## config.mk

```make
export PLATFORM = sky130hd
export DESIGN_NAME = counting_semaphore_table
export DESIGN_NICKNAME = d
export VERILOG_FILES = /design/src/rtl/core/csem_pkg.sv /design/src/rtl/core/csem_ram.sv /design/src/rtl/core/counting_semaphore_table.sv
export SDC_FILE = /design/constraint.sdc
export NUM_CORES = 2
export LEC_CHECK = 0
export BUFFER_PORTS_ARGS = -buffer_cell sky130_fd_sc_hd__buf_2
export CORE_MARGIN = 4
export CORE_UTILIZATION = 25
export CTS_BUF_LIST = sky130_fd_sc_hd__clkbuf_4
export CTS_CLUSTER_DIAMETER = 50
export CTS_CLUSTER_SIZE = 14
export DETAILED_ROUTE_END_ITERATION = 16
export GPL_ROUTABILITY_DRIVEN = 0
export RECOVER_POWER = 50
export SETUP_SLACK_MARGIN = 0.5
export SKIP_LAST_GASP = 1
export SLEW_MARGIN = 20
export SYNTH_ARGS = -nofsm -noshare
export SYNTH_HDL_FRONTEND = slang
export SYNTH_SLANG_ARGS = --single-unit
```

## constraint.sdc

```tcl
create_clock -name clock -period 4.3 [get_ports clock]
set_input_delay 0.645 -clock clock [delete_from_list [all_inputs] [get_ports clock]]
set_output_delay 0.645 -clock clock [all_outputs]
set_load 0.01 [all_outputs]
```

## src/rtl/core/csem_pkg.sv

```systemverilog
`timescale 1ns / 1ps
`default_nettype none
// ----------------------------------------------------------------------------
// csem_pkg
// Shared codes, field widths and defaults of the counting semaphore table.
// ----------------------------------------------------------------------------
package csem_pkg;

   localparam int unsigned NUM_SEMAPHORES_DEF = 16;
   localparam int unsigned WAIT_DEPTH_DEF     = 16;
   localparam int unsigned PID_BITS_DEF       = 8;
   localparam int unsigned COUNT_BITS_DEF     = 16;

   localparam int unsigned COMMAND_W    = 3;
   localparam int unsigned SEM_INDEX_W  = 4;
   localparam int unsigned PID_PORT_W   = 8;
   localparam int unsigned INIT_COUNT_W = 16;
   localparam int unsigned BLOCKED_W    = 5;

   typedef enum logic [COMMAND_W-1:0] {
      CMD_INIT     = 3'd0,
      CMD_WAIT     = 3'd1,
      CMD_POST     = 3'd2,
      CMD_DESTROY  = 3'd3,
      CMD_WAKE_ALL = 3'd4,
      CMD_QUERY    = 3'd5
   } command_type;

   typedef enum logic [1:0] {
      ST_OK         = 2'd0,
      ST_NO_SEM     = 2'd1,
      ST_QUEUE_FULL = 2'd2,
      ST_SATURATED  = 2'd3
   } status_type;

   typedef struct packed {
      status_type             status;
      logic                   must_block;
      logic                   wake_valid;
      logic [PID_PORT_W-1:0]  wake_pid;
      logic [BLOCKED_W-1:0]   blocked;
      logic                   existed;
      logic                   last;
   } result_type;

endpackage : csem_pkg
`default_nettype wire

```

## src/rtl/core/csem_ram.sv

```systemverilog
`timescale 1ns / 1ps
`default_nettype none
// ----------------------------------------------------------------------------
// csem_ram
// Simple dual-port synchronous RAM: one write port, one read port with
// registered read data (data holds between reads).
// ----------------------------------------------------------------------------
module csem_ram #(
   parameter  int unsigned WIDTH  = 8,
   parameter  int unsigned DEPTH  = 16,
   localparam int unsigned ADDR_W = (DEPTH > 1) ? $clog2(DEPTH) : 1
) (
   input  wire logic              clock,
   input  wire logic              wr_en,
   input  wire logic [ADDR_W-1:0] wr_addr,
   input  wire logic [WIDTH-1:0]  wr_data,
   input  wire logic              rd_en,
   input  wire logic [ADDR_W-1:0] rd_addr,
   output      logic [WIDTH-1:0]  rd_data
);

   logic [WIDTH-1:0] mem [DEPTH];
   logic [WIDTH-1:0] rd_data_ff;

   always_ff @(posedge clock) begin
      if (wr_en) begin
         mem[wr_addr] <= wr_data;
      end
   end

   always_ff @(posedge clock) begin
      if (rd_en) begin
         rd_data_ff <= mem[rd_addr];
      end
   end

   assign rd_data = rd_data_ff;

endmodule : csem_ram
`default_nettype wire

```

## src/rtl/core/counting_semaphore_table.sv

```systemverilog
`timescale 1ns / 1ps
`default_nettype none
// ----------------------------------------------------------------------------
// counting_semaphore_table
// Table of counting semaphores, each with a count and a FIFO of waiting
// process ids. Count, queue head and occupancy live in a metadata RAM, the
// waiters in a wait RAM; valid bits are flip-flops.
//
//   channel | dir | handshake            | payload
//   req     | in  | req_valid/req_stall  | command, sem_index, requester_pid,
//           |     |                      | init_count
//   rsp     | out | rsp_valid/rsp_stall  | status, caller_must_block,
//           |     |                      | wake_valid, wake_pid, blocked_count,
//           |     |                      | already_existed, last
//
// A request with one result is accepted with a metadata read, then evaluated
// and written back. Destroy and wake_all with N waiters do one wait RAM read
// per woken waiter; a post that wakes reads one waiter.
// Reset clears the valid bits; no clearing pass of the RAMs.
// Results sit in an output register, so the next request is taken while the
// previous result is stalled; a stalled result stalls evaluation and dequeue.
// ----------------------------------------------------------------------------
module counting_semaphore_table
   import csem_pkg::*;
#(
   parameter int unsigned NUM_SEMAPHORES = NUM_SEMAPHORES_DEF,
   parameter int unsigned WAIT_DEPTH     = WAIT_DEPTH_DEF,
   parameter int unsigned PID_BITS       = PID_BITS_DEF,
   parameter int unsigned COUNT_BITS     = COUNT_BITS_DEF
) (
   input  wire logic                    clock,
   input  wire logic                    reset,
   input  wire logic                    req_valid,
   output      logic                    req_stall,
   input  wire logic [COMMAND_W-1:0]    req_command,
   input  wire logic [SEM_INDEX_W-1:0]  req_sem_index,
   input  wire logic [PID_PORT_W-1:0]   req_requester_pid,
   input  wire logic [INIT_COUNT_W-1:0] req_init_count,
   output      logic                    rsp_valid,
   input  wire logic                    rsp_stall,
   output      logic [1:0]              rsp_status,
   output      logic                    rsp_caller_must_block,
   output      logic                    rsp_wake_valid,
   output      logic [PID_PORT_W-1:0]   rsp_wake_pid,
   output      logic [BLOCKED_W-1:0]    rsp_blocked_count,
   output      logic                    rsp_already_existed,
   output      logic                    rsp_last
);

   localparam int unsigned IDX_W   = $clog2(NUM_SEMAPHORES);
   localparam int unsigned HEAD_W  = (WAIT_DEPTH > 1) ? $clog2(WAIT_DEPTH) : 1;
   localparam int unsigned OCC_W   = $clog2(WAIT_DEPTH + 1);
   localparam int unsigned SUM_W   = OCC_W + 1;
   localparam int unsigned META_W  = COUNT_BITS + HEAD_W + OCC_W;
   localparam int unsigned STORE_D = NUM_SEMAPHORES * WAIT_DEPTH;
   localparam int unsigned SADDR_W = $clog2(STORE_D);
   localparam logic [32:0] COUNT_MAX_W = (33'd1 << COUNT_BITS) - 33'd1;

   typedef enum logic [1:0] {
      S_IDLE,
      S_EVAL,
      S_POP
   } state_type;

   state_type               state_ff;
   command_type             cmd_ff;
   logic [SEM_INDEX_W-1:0]  idx_ff;
   logic                    in_range_ff;
   logic [PID_BITS-1:0]     pid_ff;
   logic [INIT_COUNT_W-1:0] icnt_ff;
   logic [NUM_SEMAPHORES-1:0] valid_ff;
   logic [COUNT_BITS-1:0]   count_ff;
   logic [HEAD_W-1:0]       head_ff;
   logic [OCC_W-1:0]        occ_ff;
   logic                    rsp_valid_ff;
   result_type              rsp_ff;

   logic                    req_accept;
   logic                    req_in_range;
   logic                    out_free;
   logic                    rsp_load;
   logic [IDX_W-1:0]        sidx;
   logic                    sem_valid;

   // metadata RAM
   logic                    meta_we;
   logic [META_W-1:0]       meta_wdata;
   logic                    meta_rd_en;
   logic [META_W-1:0]       meta_rd_data;
   logic [COUNT_BITS-1:0]   m_count;
   logic [HEAD_W-1:0]       m_head;
   logic [OCC_W-1:0]        m_occ;

   // wait RAM
   logic                    store_we;
   logic [SADDR_W-1:0]      store_waddr;
   logic                    store_rd_en;
   logic [SADDR_W-1:0]      store_raddr;
   logic [PID_BITS-1:0]     store_rd_data;
   logic [SADDR_W-1:0]      store_base;

   // evaluation
   result_type              eval_res;
   logic                    eval_pop;
   logic                    eval_meta_we;
   logic [META_W-1:0]       eval_meta_wdata;
   logic                    eval_set_valid;
   logic                    eval_clr_valid;
   logic                    eval_store_we;
   logic                    eval_fire;
   logic                    init_sat;
   logic [COUNT_BITS-1:0]   init_cnt;
   logic [SUM_W-1:0]        slot_sum;
   logic [HEAD_W-1:0]       slot;

   // dequeue
   result_type              pop_res;
   logic [OCC_W-1:0]        pop_occ;
   logic [HEAD_W-1:0]       pop_head;
   logic                    pop_last;
   logic                    pop_fire;

   assign req_stall    = (state_ff != S_IDLE);
   assign req_accept   = req_valid && !req_stall;
   assign req_in_range = (32'(req_sem_index) < NUM_SEMAPHORES);
   assign out_free     = !rsp_valid_ff || !rsp_stall;

   assign sidx      = IDX_W'(idx_ff);
   assign sem_valid = in_range_ff && valid_ff[sidx];

   assign m_count = meta_rd_data[META_W-1 -: COUNT_BITS];
   assign m_head  = meta_rd_data[OCC_W +: HEAD_W];
   assign m_occ   = meta_rd_data[OCC_W-1:0];

   assign store_base = SADDR_W'(32'(sidx) * 32'(WAIT_DEPTH));

   assign init_sat = ({17'd0, icnt_ff} > COUNT_MAX_W);
   assign init_cnt = init_sat ? {COUNT_BITS{1'b1}} : COUNT_BITS'(icnt_ff);

   // tail slot of the circular queue
   assign slot_sum = SUM_W'(m_head) + SUM_W'(m_occ);
   assign slot = (slot_sum >= SUM_W'(WAIT_DEPTH)) ?
                 HEAD_W'(slot_sum - SUM_W'(WAIT_DEPTH)) : HEAD_W'(slot_sum);

   always_comb begin
      eval_res        = '0;
      eval_res.last   = 1'b1;
      eval_pop        = 1'b0;
      eval_meta_we    = 1'b0;
      eval_meta_wdata = meta_rd_data;
      eval_set_valid  = 1'b0;
      eval_clr_valid  = 1'b0;
      eval_store_we   = 1'b0;
      priority if (cmd_ff > CMD_QUERY) begin
         // unknown command: all-zero result but for last, which is set
      end else if (!in_range_ff) begin
         eval_res.status = ST_NO_SEM;
      end else if (cmd_ff == CMD_INIT) begin
         if (sem_valid) begin
            eval_res.blocked = BLOCKED_W'(m_occ);
            eval_res.existed = 1'b1;
         end else begin
            eval_set_valid  = 1'b1;
            eval_meta_we    = 1'b1;
            eval_meta_wdata = {init_cnt, {HEAD_W{1'b0}}, {OCC_W{1'b0}}};
            if (init_sat) begin
               eval_res.status = ST_SATURATED;
            end
         end
      end else if (!sem_valid) begin
         eval_res.status = ST_NO_SEM;
      end else begin
         unique case (cmd_ff)
            CMD_WAIT: begin
               if (m_count != '0) begin
                  eval_meta_we     = 1'b1;
                  eval_meta_wdata  = {m_count - COUNT_BITS'(1), m_head, m_occ};
                  eval_res.blocked = BLOCKED_W'(m_occ);
               end else if (m_occ == OCC_W'(WAIT_DEPTH)) begin
                  eval_res.status  = ST_QUEUE_FULL;
                  eval_res.blocked = BLOCKED_W'(m_occ);
               end else begin
                  eval_store_we       = 1'b1;
                  eval_meta_we        = 1'b1;
                  eval_meta_wdata     = {m_count, m_head, m_occ + OCC_W'(1)};
                  eval_res.must_block = 1'b1;
                  eval_res.blocked    = BLOCKED_W'(m_occ + OCC_W'(1));
               end
            end
            CMD_POST: begin
               if (m_occ != '0) begin
                  eval_pop = 1'b1;
               end else if (m_count == {COUNT_BITS{1'b1}}) begin
                  eval_res.status = ST_SATURATED;
               end else begin
                  eval_meta_we    = 1'b1;
                  eval_meta_wdata = {m_count + COUNT_BITS'(1), m_head, m_occ};
               end
            end
            CMD_DESTROY, CMD_WAKE_ALL: begin
               if (m_occ != '0) begin
                  eval_pop = 1'b1;
               end else begin
                  eval_clr_valid = (cmd_ff == CMD_DESTROY);
               end
            end
            default: begin
               eval_res.blocked = BLOCKED_W'(m_occ);
            end
         endcase
      end
   end

   assign eval_fire = (state_ff == S_EVAL) && !eval_pop && out_free;

   assign pop_occ  = occ_ff - OCC_W'(1);
   assign pop_head = (head_ff == HEAD_W'(WAIT_DEPTH - 1)) ? '0 : head_ff + HEAD_W'(1);
   assign pop_last = (cmd_ff == CMD_POST) || (pop_occ == '0);
   assign pop_fire = (state_ff == S_POP) && out_free;

   assign rsp_load = eval_fire || pop_fire;

   always_comb begin
      pop_res            = '0;
      pop_res.wake_valid = 1'b1;
      pop_res.wake_pid   = PID_PORT_W'(store_rd_data);
      pop_res.blocked    = BLOCKED_W'(pop_occ);
      pop_res.last       = pop_last;
   end

   assign meta_rd_en = req_accept && req_in_range;
   assign meta_we    = (eval_fire && eval_meta_we) ||
                       (pop_fire && pop_last && (cmd_ff != CMD_DESTROY));
   assign meta_wdata = (state_ff == S_POP) ? {count_ff, pop_head, pop_occ} :
                       eval_meta_wdata;

   assign store_we    = eval_fire && eval_store_we;
   assign store_waddr = store_base + SADDR_W'(slot);
   assign store_rd_en = ((state_ff == S_EVAL) && eval_pop) || (pop_fire && !pop_last);
   assign store_raddr = (state_ff == S_POP) ? store_base + SADDR_W'(pop_head) :
                        store_base + SADDR_W'(m_head);

   csem_ram #(
      .WIDTH (META_W),
      .DEPTH (NUM_SEMAPHORES)
   ) u_meta_ram (
      .clock   (clock),
      .wr_en   (meta_we),
      .wr_addr (sidx),
      .wr_data (meta_wdata),
      .rd_en   (meta_rd_en),
      .rd_addr (IDX_W'(req_sem_index)),
      .rd_data (meta_rd_data)
   );

   csem_ram #(
      .WIDTH (PID_BITS),
      .DEPTH (STORE_D)
   ) u_wait_ram (
      .clock   (clock),
      .wr_en   (store_we),
      .wr_addr (store_waddr),
      .wr_data (pid_ff),
      .rd_en   (store_rd_en),
      .rd_addr (store_raddr),
      .rd_data (store_rd_data)
   );

   always_ff @(posedge clock) begin
      if (reset) begin
         state_ff     <= S_IDLE;
         valid_ff     <= '0;
         rsp_valid_ff <= 1'b0;
      end else begin
         if (rsp_load) begin
            rsp_valid_ff <= 1'b1;
         end else if (!rsp_stall) begin
            rsp_valid_ff <= 1'b0;
         end
         unique case (state_ff)
            S_IDLE: begin
               if (req_valid) begin
                  cmd_ff      <= command_type'(req_command);
                  idx_ff      <= req_sem_index;
                  in_range_ff <= req_in_range;
                  pid_ff      <= PID_BITS'(req_requester_pid);
                  icnt_ff     <= req_init_count;
                  state_ff    <= S_EVAL;
               end
            end
            S_EVAL: begin
               if (eval_pop) begin
                  count_ff <= m_count;
                  head_ff  <= m_head;
                  occ_ff   <= m_occ;
                  state_ff <= S_POP;
               end else if (out_free) begin
                  rsp_ff <= eval_res;
                  if (eval_set_valid) begin
                     valid_ff[sidx] <= 1'b1;
                  end
                  if (eval_clr_valid) begin
                     valid_ff[sidx] <= 1'b0;
                  end
                  state_ff <= S_IDLE;
               end
            end
            S_POP: begin
               if (out_free) begin
                  rsp_ff  <= pop_res;
                  head_ff <= pop_head;
                  occ_ff  <= pop_occ;
                  if (pop_last) begin
                     // on destroy, drop the semaphore once its last waiter is out
                     if (cmd_ff == CMD_DESTROY) begin
                        valid_ff[sidx] <= 1'b0;
                     end
                     state_ff <= S_IDLE;
                  end
               end
            end
            default: begin
               state_ff <= S_IDLE;
            end
         endcase
      end
   end

   assign rsp_valid             = rsp_valid_ff;
   assign rsp_status            = rsp_ff.status;
   assign rsp_caller_must_block = rsp_ff.must_block;
   assign rsp_wake_valid        = rsp_ff.wake_valid;
   assign rsp_wake_pid          = rsp_ff.wake_pid;
   assign rsp_blocked_count     = rsp_ff.blocked;
   assign rsp_already_existed   = rsp_ff.existed;
   assign rsp_last              = rsp_ff.last;

   a_accept_to_eval: assert property (@(posedge clock) disable iff (reset)
      req_accept |=> (state_ff == S_EVAL))
      else $error("accepted transaction did not move to evaluation");

   a_pop_nonempty: assert property (@(posedge clock) disable iff (reset)
      (state_ff == S_POP) |-> (occ_ff != '0))
      else $error("dequeue from an empty wait queue");

   a_meta_no_overlap: assert property (@(posedge clock) disable iff (reset)
      !(meta_we && meta_rd_en))
      else $error("metadata read and write in the same cycle");

   a_block_xor_wake: assert property (@(posedge clock) disable iff (reset)
      rsp_valid_ff |-> !(rsp_ff.must_block && rsp_ff.wake_valid))
      else $error("result both blocks the caller and wakes a waiter");

endmodule : counting_semaphore_table
`default_nettype wire
```

# ---- Word-level counts from Yosys, hierarchy flattened
# Memories as Yosys holds them, arrays and structs flattened. A register that Yosys moved wholly into a read port is not among the register bits.
# Index checks and enable logic that the tools add are counted.
dict set report op_classes {
  n_bitwise 5
  reduce_logical 36
  mux 96
  n_lt_le_gt_ge 4
  n_eq_ne 19
  add_sub_neg 10
}
# op n
set op_table {}
lappend op_table {{$mux W25} 8}
lappend op_table {{$mux W16} 11}
lappend op_table {{$mux W19} 3}
lappend op_table {{$pmux W25 S2} 1}
lappend op_table {{$pmux W19 S2} 1}
lappend op_table {{$mux W1} 37}
lappend op_table {{$mux W5} 7}
lappend op_table {{$and A16 B16 Y16} 2}
lappend op_table {{$pmux W16 S2} 1}
lappend op_table {{$add A8 B4 Y8} 3}
lappend op_table {{$mux W2} 10}
lappend op_table {{$pmux W5 S2} 2}
lappend op_table {{$add A16 B1 Y16 const B} 1}
lappend op_table {{$eq A16 B16 Y1 const B} 1}
lappend op_table {{$mux W4} 4}
lappend op_table {{$not A16 Y16} 1}
lappend op_table {{$or A16 B16 Y16} 1}
lappend op_table {{$reduce_bool A16 Y1} 1}
lappend op_table {{$sub A16 B1 Y16 const B} 1}
lappend op_table {{$mux W6} 2}
lappend op_table {{$ne A2 B2 Y1 const B} 6}
lappend op_table {{$logic_and A1 B1 Y1} 11}
lappend op_table {{$mux W8} 1}
lappend op_table {{$pmux W4 S2} 1}
lappend op_table {{other kinds (39)} 53}
dict set report word_totals {
  n_memories 2
  output_inout_bits 21
  ramBits 2448
  input_bits 35
  ff_bits 94
}
# memory words word_bits rd rd_ports_with_merged_regs write_ports line
set memory_table {}
lappend memory_table {u_wait_ram.mem 256 8 1 1 1 csem_ram.sv:22} ;# logic [WIDTH-1:0] mem [DEPTH];
lappend memory_table {u_meta_ram.mem 16 25 1 1 1 csem_ram.sv:22}

# ---- Longest topological paths before layout
dict set report logic_depth {
  word_depth 15
  depth_mapped 15
  ltp_nobuf 10
}

# ---- Modules after synthesis
# From an unflattened synthesis, not the netlist that was laid out.
dict set report unflattened {
  hier_cells 5019
  hier_area_um2 101318.4
}
# mod seq_area_each_um2 area_each_um2 cells_per_inst instances
set modules_own_cells {}
lappend modules_own_cells {{csem_ram at u_wait_ram} 61739.2 79636.4 3733 1}
lappend modules_own_cells {{csem_ram at u_meta_ram} 12762.2 15801.4 660 1}
lappend modules_own_cells {counting_semaphore_table 2632.5 5880.6 626 1}

# ---- Worst setup path before layout
# OpenSTA, ideal clock, no wires.
dict set report synth_timing {
  path_type {register to register}
  startpoint {reg idx_ff[0]}
  endpoint {mem u_meta_ram.mem[10][0] in the netlist's numbering, enable pin}
  path_slack_ns 0.151
  stages_incl_launch_ff 10
  required_time_ns 3.893
  n_path_buf 2
  t_arrival_ns 3.742
  synth_period_minus_slack_ns 4.149
  cell_sequence {edfxtp_1 -> clkbuf_1 -> mux4_2 -> mux4_2 -> nand3b_1 -> nand2b_1 -> a2111oi_0 -> o21ai_1 -> clkbuf_1 -> nor2_1}
}
dict set report synth_between {
  elab_chain_len 12
  word_cells_on_any_way 16
  cone_classes {11 x mux; 5 x reduce/logical}
}
# element line
set synth_rtl {}
lappend synth_rtl {{start: declaration} counting_semaphore_table.sv:67} ;# logic [SEM_INDEX_W-1:0] idx_ff;
lappend synth_rtl {{start signal: assignment} counting_semaphore_table.sv:284} ;# idx_ff <= req_sem_index;
lappend synth_rtl {{$bmux W1 S4} counting_semaphore_table.sv:129} ;# assign sem_valid = in_range_ff && valid_ff[sidx];
lappend synth_rtl {{$mux W1 (implied by the code)} counting_semaphore_table.sv:129}
lappend synth_rtl {{$mux W1} counting_semaphore_table.sv:170} ;# end else if (!sem_valid) begin
lappend synth_rtl {{$mux W1} counting_semaphore_table.sv:158} ;# end else if (cmd_ff == CMD_INIT) begin
lappend synth_rtl {{$mux W1} counting_semaphore_table.sv:154} ;# priority if (cmd_ff > CMD_QUERY) begin
lappend synth_rtl {{$logic_not A1 Y1} counting_semaphore_table.sv:214} ;# assign eval_fire = (state_ff == S_EVAL) && !eval_pop && out_free;
lappend synth_rtl {{$logic_and A1 B1 Y1 (2 in series)} counting_semaphore_table.sv:214}
lappend synth_rtl {{$logic_and A1 B1 Y1} counting_semaphore_table.sv:232} ;# assign meta_we = (eval_fire && eval_meta_we) ||
lappend synth_rtl {{$logic_or A1 B1 Y1} counting_semaphore_table.sv:232}
lappend synth_rtl {{$mux W1} csem_ram.sv:26} ;# if (wr_en) begin
lappend synth_rtl {{$mux W1 (implied by the code)} csem_ram.sv:27} ;# mem[wr_addr] <= wr_data;
lappend synth_rtl {{end: declaration} csem_ram.sv:22}
# Parallel ways exist; a longest one is shown, timed or not. The select of a mux whose other input is x is not followed.

# ---- Worst setup path after layout
dict set report layout_timing {
  startpoint {reg u_meta_ram.rd_data_ff[14], in the netlist u_meta_ram.rd_data[14], read port of u_meta_ram.mem}
  endpoint {mem u_wait_ram.mem[1004][3], in the netlist u_wait_ram.mem[251][3], enable pin}
}
dict set report layout_between {
  elab_chain_len 9
}
# element line
set layout_rtl {}
lappend layout_rtl {{start: declaration} csem_ram.sv:23} ;# logic [WIDTH-1:0] rd_data_ff;
lappend layout_rtl {{$reduce_bool A16 Y1} counting_semaphore_table.sv:175} ;# if (m_count != '0) begin
lappend layout_rtl {{$mux W1} counting_semaphore_table.sv:175}
lappend layout_rtl {{$mux W1} counting_semaphore_table.sv:173} ;# unique case (cmd_ff)
lappend layout_rtl {{$mux W1} counting_semaphore_table.sv:170}
lappend layout_rtl {{$mux W1} counting_semaphore_table.sv:158}
lappend layout_rtl {{$mux W1} counting_semaphore_table.sv:154}
lappend layout_rtl {{$logic_and A1 B1 Y1} counting_semaphore_table.sv:237} ;# assign store_we = eval_fire && eval_store_we;
lappend layout_rtl {{$mux W1} csem_ram.sv:26}
lappend layout_rtl {{$mux W1 (implied by the code)} csem_ram.sv:27}
lappend layout_rtl {{end: declaration} csem_ram.sv:22}
# No other way between the ends.

==> metrics.md <==
| Metric | Value |
|---|---|
| Status | complete, but fails checks |
| Failing checks | max-capacitance violations, max-slew violations |
| PD cells | 368 mW/mm² |
| Leakage power | about 37 nW |
| Unique masters post-synth | 72 |
| Synthesized cell area | just over 0.1 mm² |
| Initial Util | 0.251 |
| Pre-CTS setup slack | 0.00579 ns |
| Post-route DRC | 0 |
| Root Buffer | clkbuf_4 |
| Fin crit period | around 4.0 ns |
| Clk sinks | roughly 2,600 |
| Worst hold path class | in -> reg |
| Clock Tree Buf Depth | 4 |
| Clock slew at reported path FFs | around 0.14 ns |
| WL final | 307 mm |
| Htree depth | 4 |
| VDD IR max | around 0.24 mV |
| Syn_area_per_cell | 14.9 µm² |
| Synthesized Nets | around 7,000 |
| Die W | 652 µm |
| Yosys reg bits | 2,575 |
| Register area share after synthesis | 0.743 |
| Final setup viols | 0 |
| # IOs | 56 |
| Number of port buffers | between 50 and 60 |
| Clock Latency Late Sink | 1.42 ns |
| Initial antenna violation count | 17 |
| Worst Reg-to-Reg Cells | 12 |
| Hold wc startpoint | rsp_stall |
| Least-Margin Pin Slew | ~3.7 ns |
| CP max FO | 7 |
| Arrival @ worst endpoint | about 4.9 ns |
| Area growth syn-to-layout | 14.5% |
| Count of final hold-check violations | 0 |
| Core Rows | 236 |
| Most common cell after layout, fill and taps aside | edfxtp_1 |
| DR WL/cell | 23.8 µm |
| Most frequent cells in the layout | edfxtp_1 (2,556), nand2_1 (1,174), nand3_1 (416), mux2i_1 (361), buf_4 (321) |
| Hold Path Sink | state_ff[1] |
| Global-route wire length before repair | ~430 mm |
| Reg2reg setup slack | between 0.3 and 0.4 ns |
| Synth warn | 0 |
| Mapped Cells | 6,948 |
| Remaining global-route overflow | 0 |
| Data required time of the worst path | roughly 5.2 ns |
| Worst R2R End | u_wait_ram.mem[251][3] |
| Synth Flop Type | edfxtp_1 |
| Post-layout util | 0.287 |
| Max Clk Rate | approximately 250 MHz |
| 1st-pass router iterations | 7 |
| Core outline area | 0.413 mm² |
| Routed Antenna Nets | 0 |
| Post-synth EDFFs | approximately 2,600 |
| Iteration-0 DRC count of the detailed router | around 9,000 |
| CTS tree | done |
| Height of the die | roughly 650 µm |
| Cts bufs inserted | 238 |
| Reg-to-Reg Start | u_meta_ram.rd_data[14] |
| Vias per inst | roughly 5.0 |
| WHS | between 0.15 and 0.2 ns |
| Largest net degree at the start of global routing | 135 |
| Worst Slack Setup Final | ~0.31 ns |
| Total GRT Usage | 0.136 |
| Crit path capture type | flop |
| Tcrit/Tclk final | 0.928 |
| Max-slew violations | 2,016 |
| Share of layout cells above drive strength 1 | 0.172 |
| Slew margin rel. | -1.50 |
| RSZ-0062 raised after global routing | true |
| Final setup TNS | 0 ns |
| WHS Path Cells | 4 |
| Total die area | approximately 0.43 mm² |
| Post-route clock skew | 0.250 ns |
| Async set-reset flop share out of synthesis | 0 |
| DP HPWL | 191 mm |
| Vias in the first global route | a little over 60,000 |
| Routed vias | ~64,000 |
| Max-Cap Viols | 28 |
| Critical path type | reg -> reg |
| Fin nets | 7,344 |
| CP Launch Type | flop |
-- worst max path at each step --
stage	start	end	slack [ns]	cells after the start
5_1_grt	u_meta_ram.rd_data[13]	u_wait_ram.mem[251][3]	0.17	12
3_3_place_gp	u_meta_ram.rd_data[15]	u_wait_ram.mem[47][3]	0.04	11
3_5_place_dp	u_meta_ram.rd_data[1]	u_meta_ram.mem[10][14]	0.006	11
4_1_cts	state_ff[1]	u_wait_ram.rd_data[3]	0.36	10
6_report	u_meta_ram.rd_data[14]	u_wait_ram.mem[251][3]	0.31	12
2_1_floorplan	idx_ff[0]	u_meta_ram.mem[10][0]	0.15	9
-- Yosys cell counts (26+ instances only) --
cell / count / share of area
a221oi_1: 139 / 0.012
inv_1: 37 / 0.0013
a211oi_1: 85 / 0.0062
nand3b_1: 31 / 0.0022
nand3_1: 424 / 0.020
nor4_1: 41 / 0.0025
a311oi_1: 49 / 0.0041
o21ai_0: 110 / 0.0053
o211ai_1: 73 / 0.0053
nand4_1: 79 / 0.0048
clkbuf_1: 387 / 0.014
mux2i_1: 362 / 0.035
nor2_1: 333 / 0.012
a21oi_1: 195 / 0.0094
a22oi_1: 51 / 0.0037
buf_1: 91 / 0.0033
edfxtp_1: 2556 / 0.74
nor3_1: 32 / 0.0015
a31oi_1: 87 / 0.0052
mux4_2: 145 / 0.031
and2_1: 26 / 0.0016
nand2_1: 1187 / 0.043
a32oi_1: 46 / 0.0039
a21boi_0: 103 / 0.0075
-- worst max-delay path, cell delays in order (launching register included) --
cell and delay (ns):
edfxtp_1 0.40, or4_1 0.60, or4_4 0.46, or3_1 0.47, nor2_4 0.15, nand2_1 0.14
nor3_4 0.19, buf_12 0.18, buf_16 0.19, nand2_8 0.08, clkbuf_1 0.27, nor2_1 0.19
buf_6 0.17
-- area by class of cell --
cell class | count | area, µm²
antenna | 6 | 15.0
inverter | 41 | 205
multi-input combinational | 3835 | 26300
fill | 41100 | 295000
clock buffer | 272 | 2040
sequential | 2575 | 77100
tap | 5474 | 6850
timing repair inverter | 1 | 8.76
timing repair buffer | 605 | 5410
clock inverter | 86 | 843
-- through the flow --
step	total power, W	instances	cell area (µm²)
2_1_floorplan	0.0304	6948	104000
3_3_place_gp	0.0322	12400	114000
3_5_place_dp	0.0322	12400	114000
4_1_cts	0.0438	12800	118000
5_1_grt	0.0452	12900	119000
6_report	0.0437	12900	119000
-- flip-flops by register name, summed over array words and instances, names as in the netlist, 2 cells and up, named ones only --
signal,flops
pid_ff,8
rsp_wake_pid,8
cmd_ff,3
u_meta_ram.rd_data,25
count_ff,16
idx_ff,4
u_meta_ram.mem,400
u_wait_ram.mem,2048
valid_ff,15
u_wait_ram.rd_data,8
head_ff,4
state_ff,2
rsp_blocked_count,5
occ_ff,5
icnt_ff,16
rsp_status,2
-- routing by layer --
layer	up-vias	GRT usage	part of all wire	wire, µm
li1	27600	-	-	-
met1	32600	0.188	0.41	125000
met2	3503	0.209	0.45	138000
met3	618	0.0289	0.10	31500
met4	10	0.0484	0.040	12400
met5	-	0	0.00025	78
-- power breakdown --
| part | total [W] | leakage [nW] | internal, W | switching [W] |
|---|---|---|---|---|
| sequential | 0.0277 | 23.2 | 0.0276 | 0.0000529 |
| combinational | 0.00425 | 12.3 | 0.00118 | 0.00307 |
| clock | 0.0118 | 1.63 | 0.00378 | 0.00798 |
-- timing repair --
action                                   CTS  global route
hold buffers                              58             0
gates resized for setup                   99           194
setup buffers                             15            46
gates cloned                               3            14
pin swaps                                  8            26
endpoints found under the hold margin    155             0
endpoints found under the setup margin  2446          1584
-- logic make-up (layout without fill, tap and decap cells) --
family                   after synthesis  count (layout)  synth area share
adder cells (fa/ha/maj)               12              12           0.00152
AND/OR/NAND/NOR                     2220            2220            0.0928
AO/OA/AOI/OAI                       1055            1056            0.0721
XOR/XNOR                              18              18           0.00152
flip-flops                          2575            2575             0.743
buffers and inverters                539            1005            0.0198
other                                  0               6                 0
multiplexers                         529             529            0.0688
No activity file was read; power rests on OpenSTA's default activity.
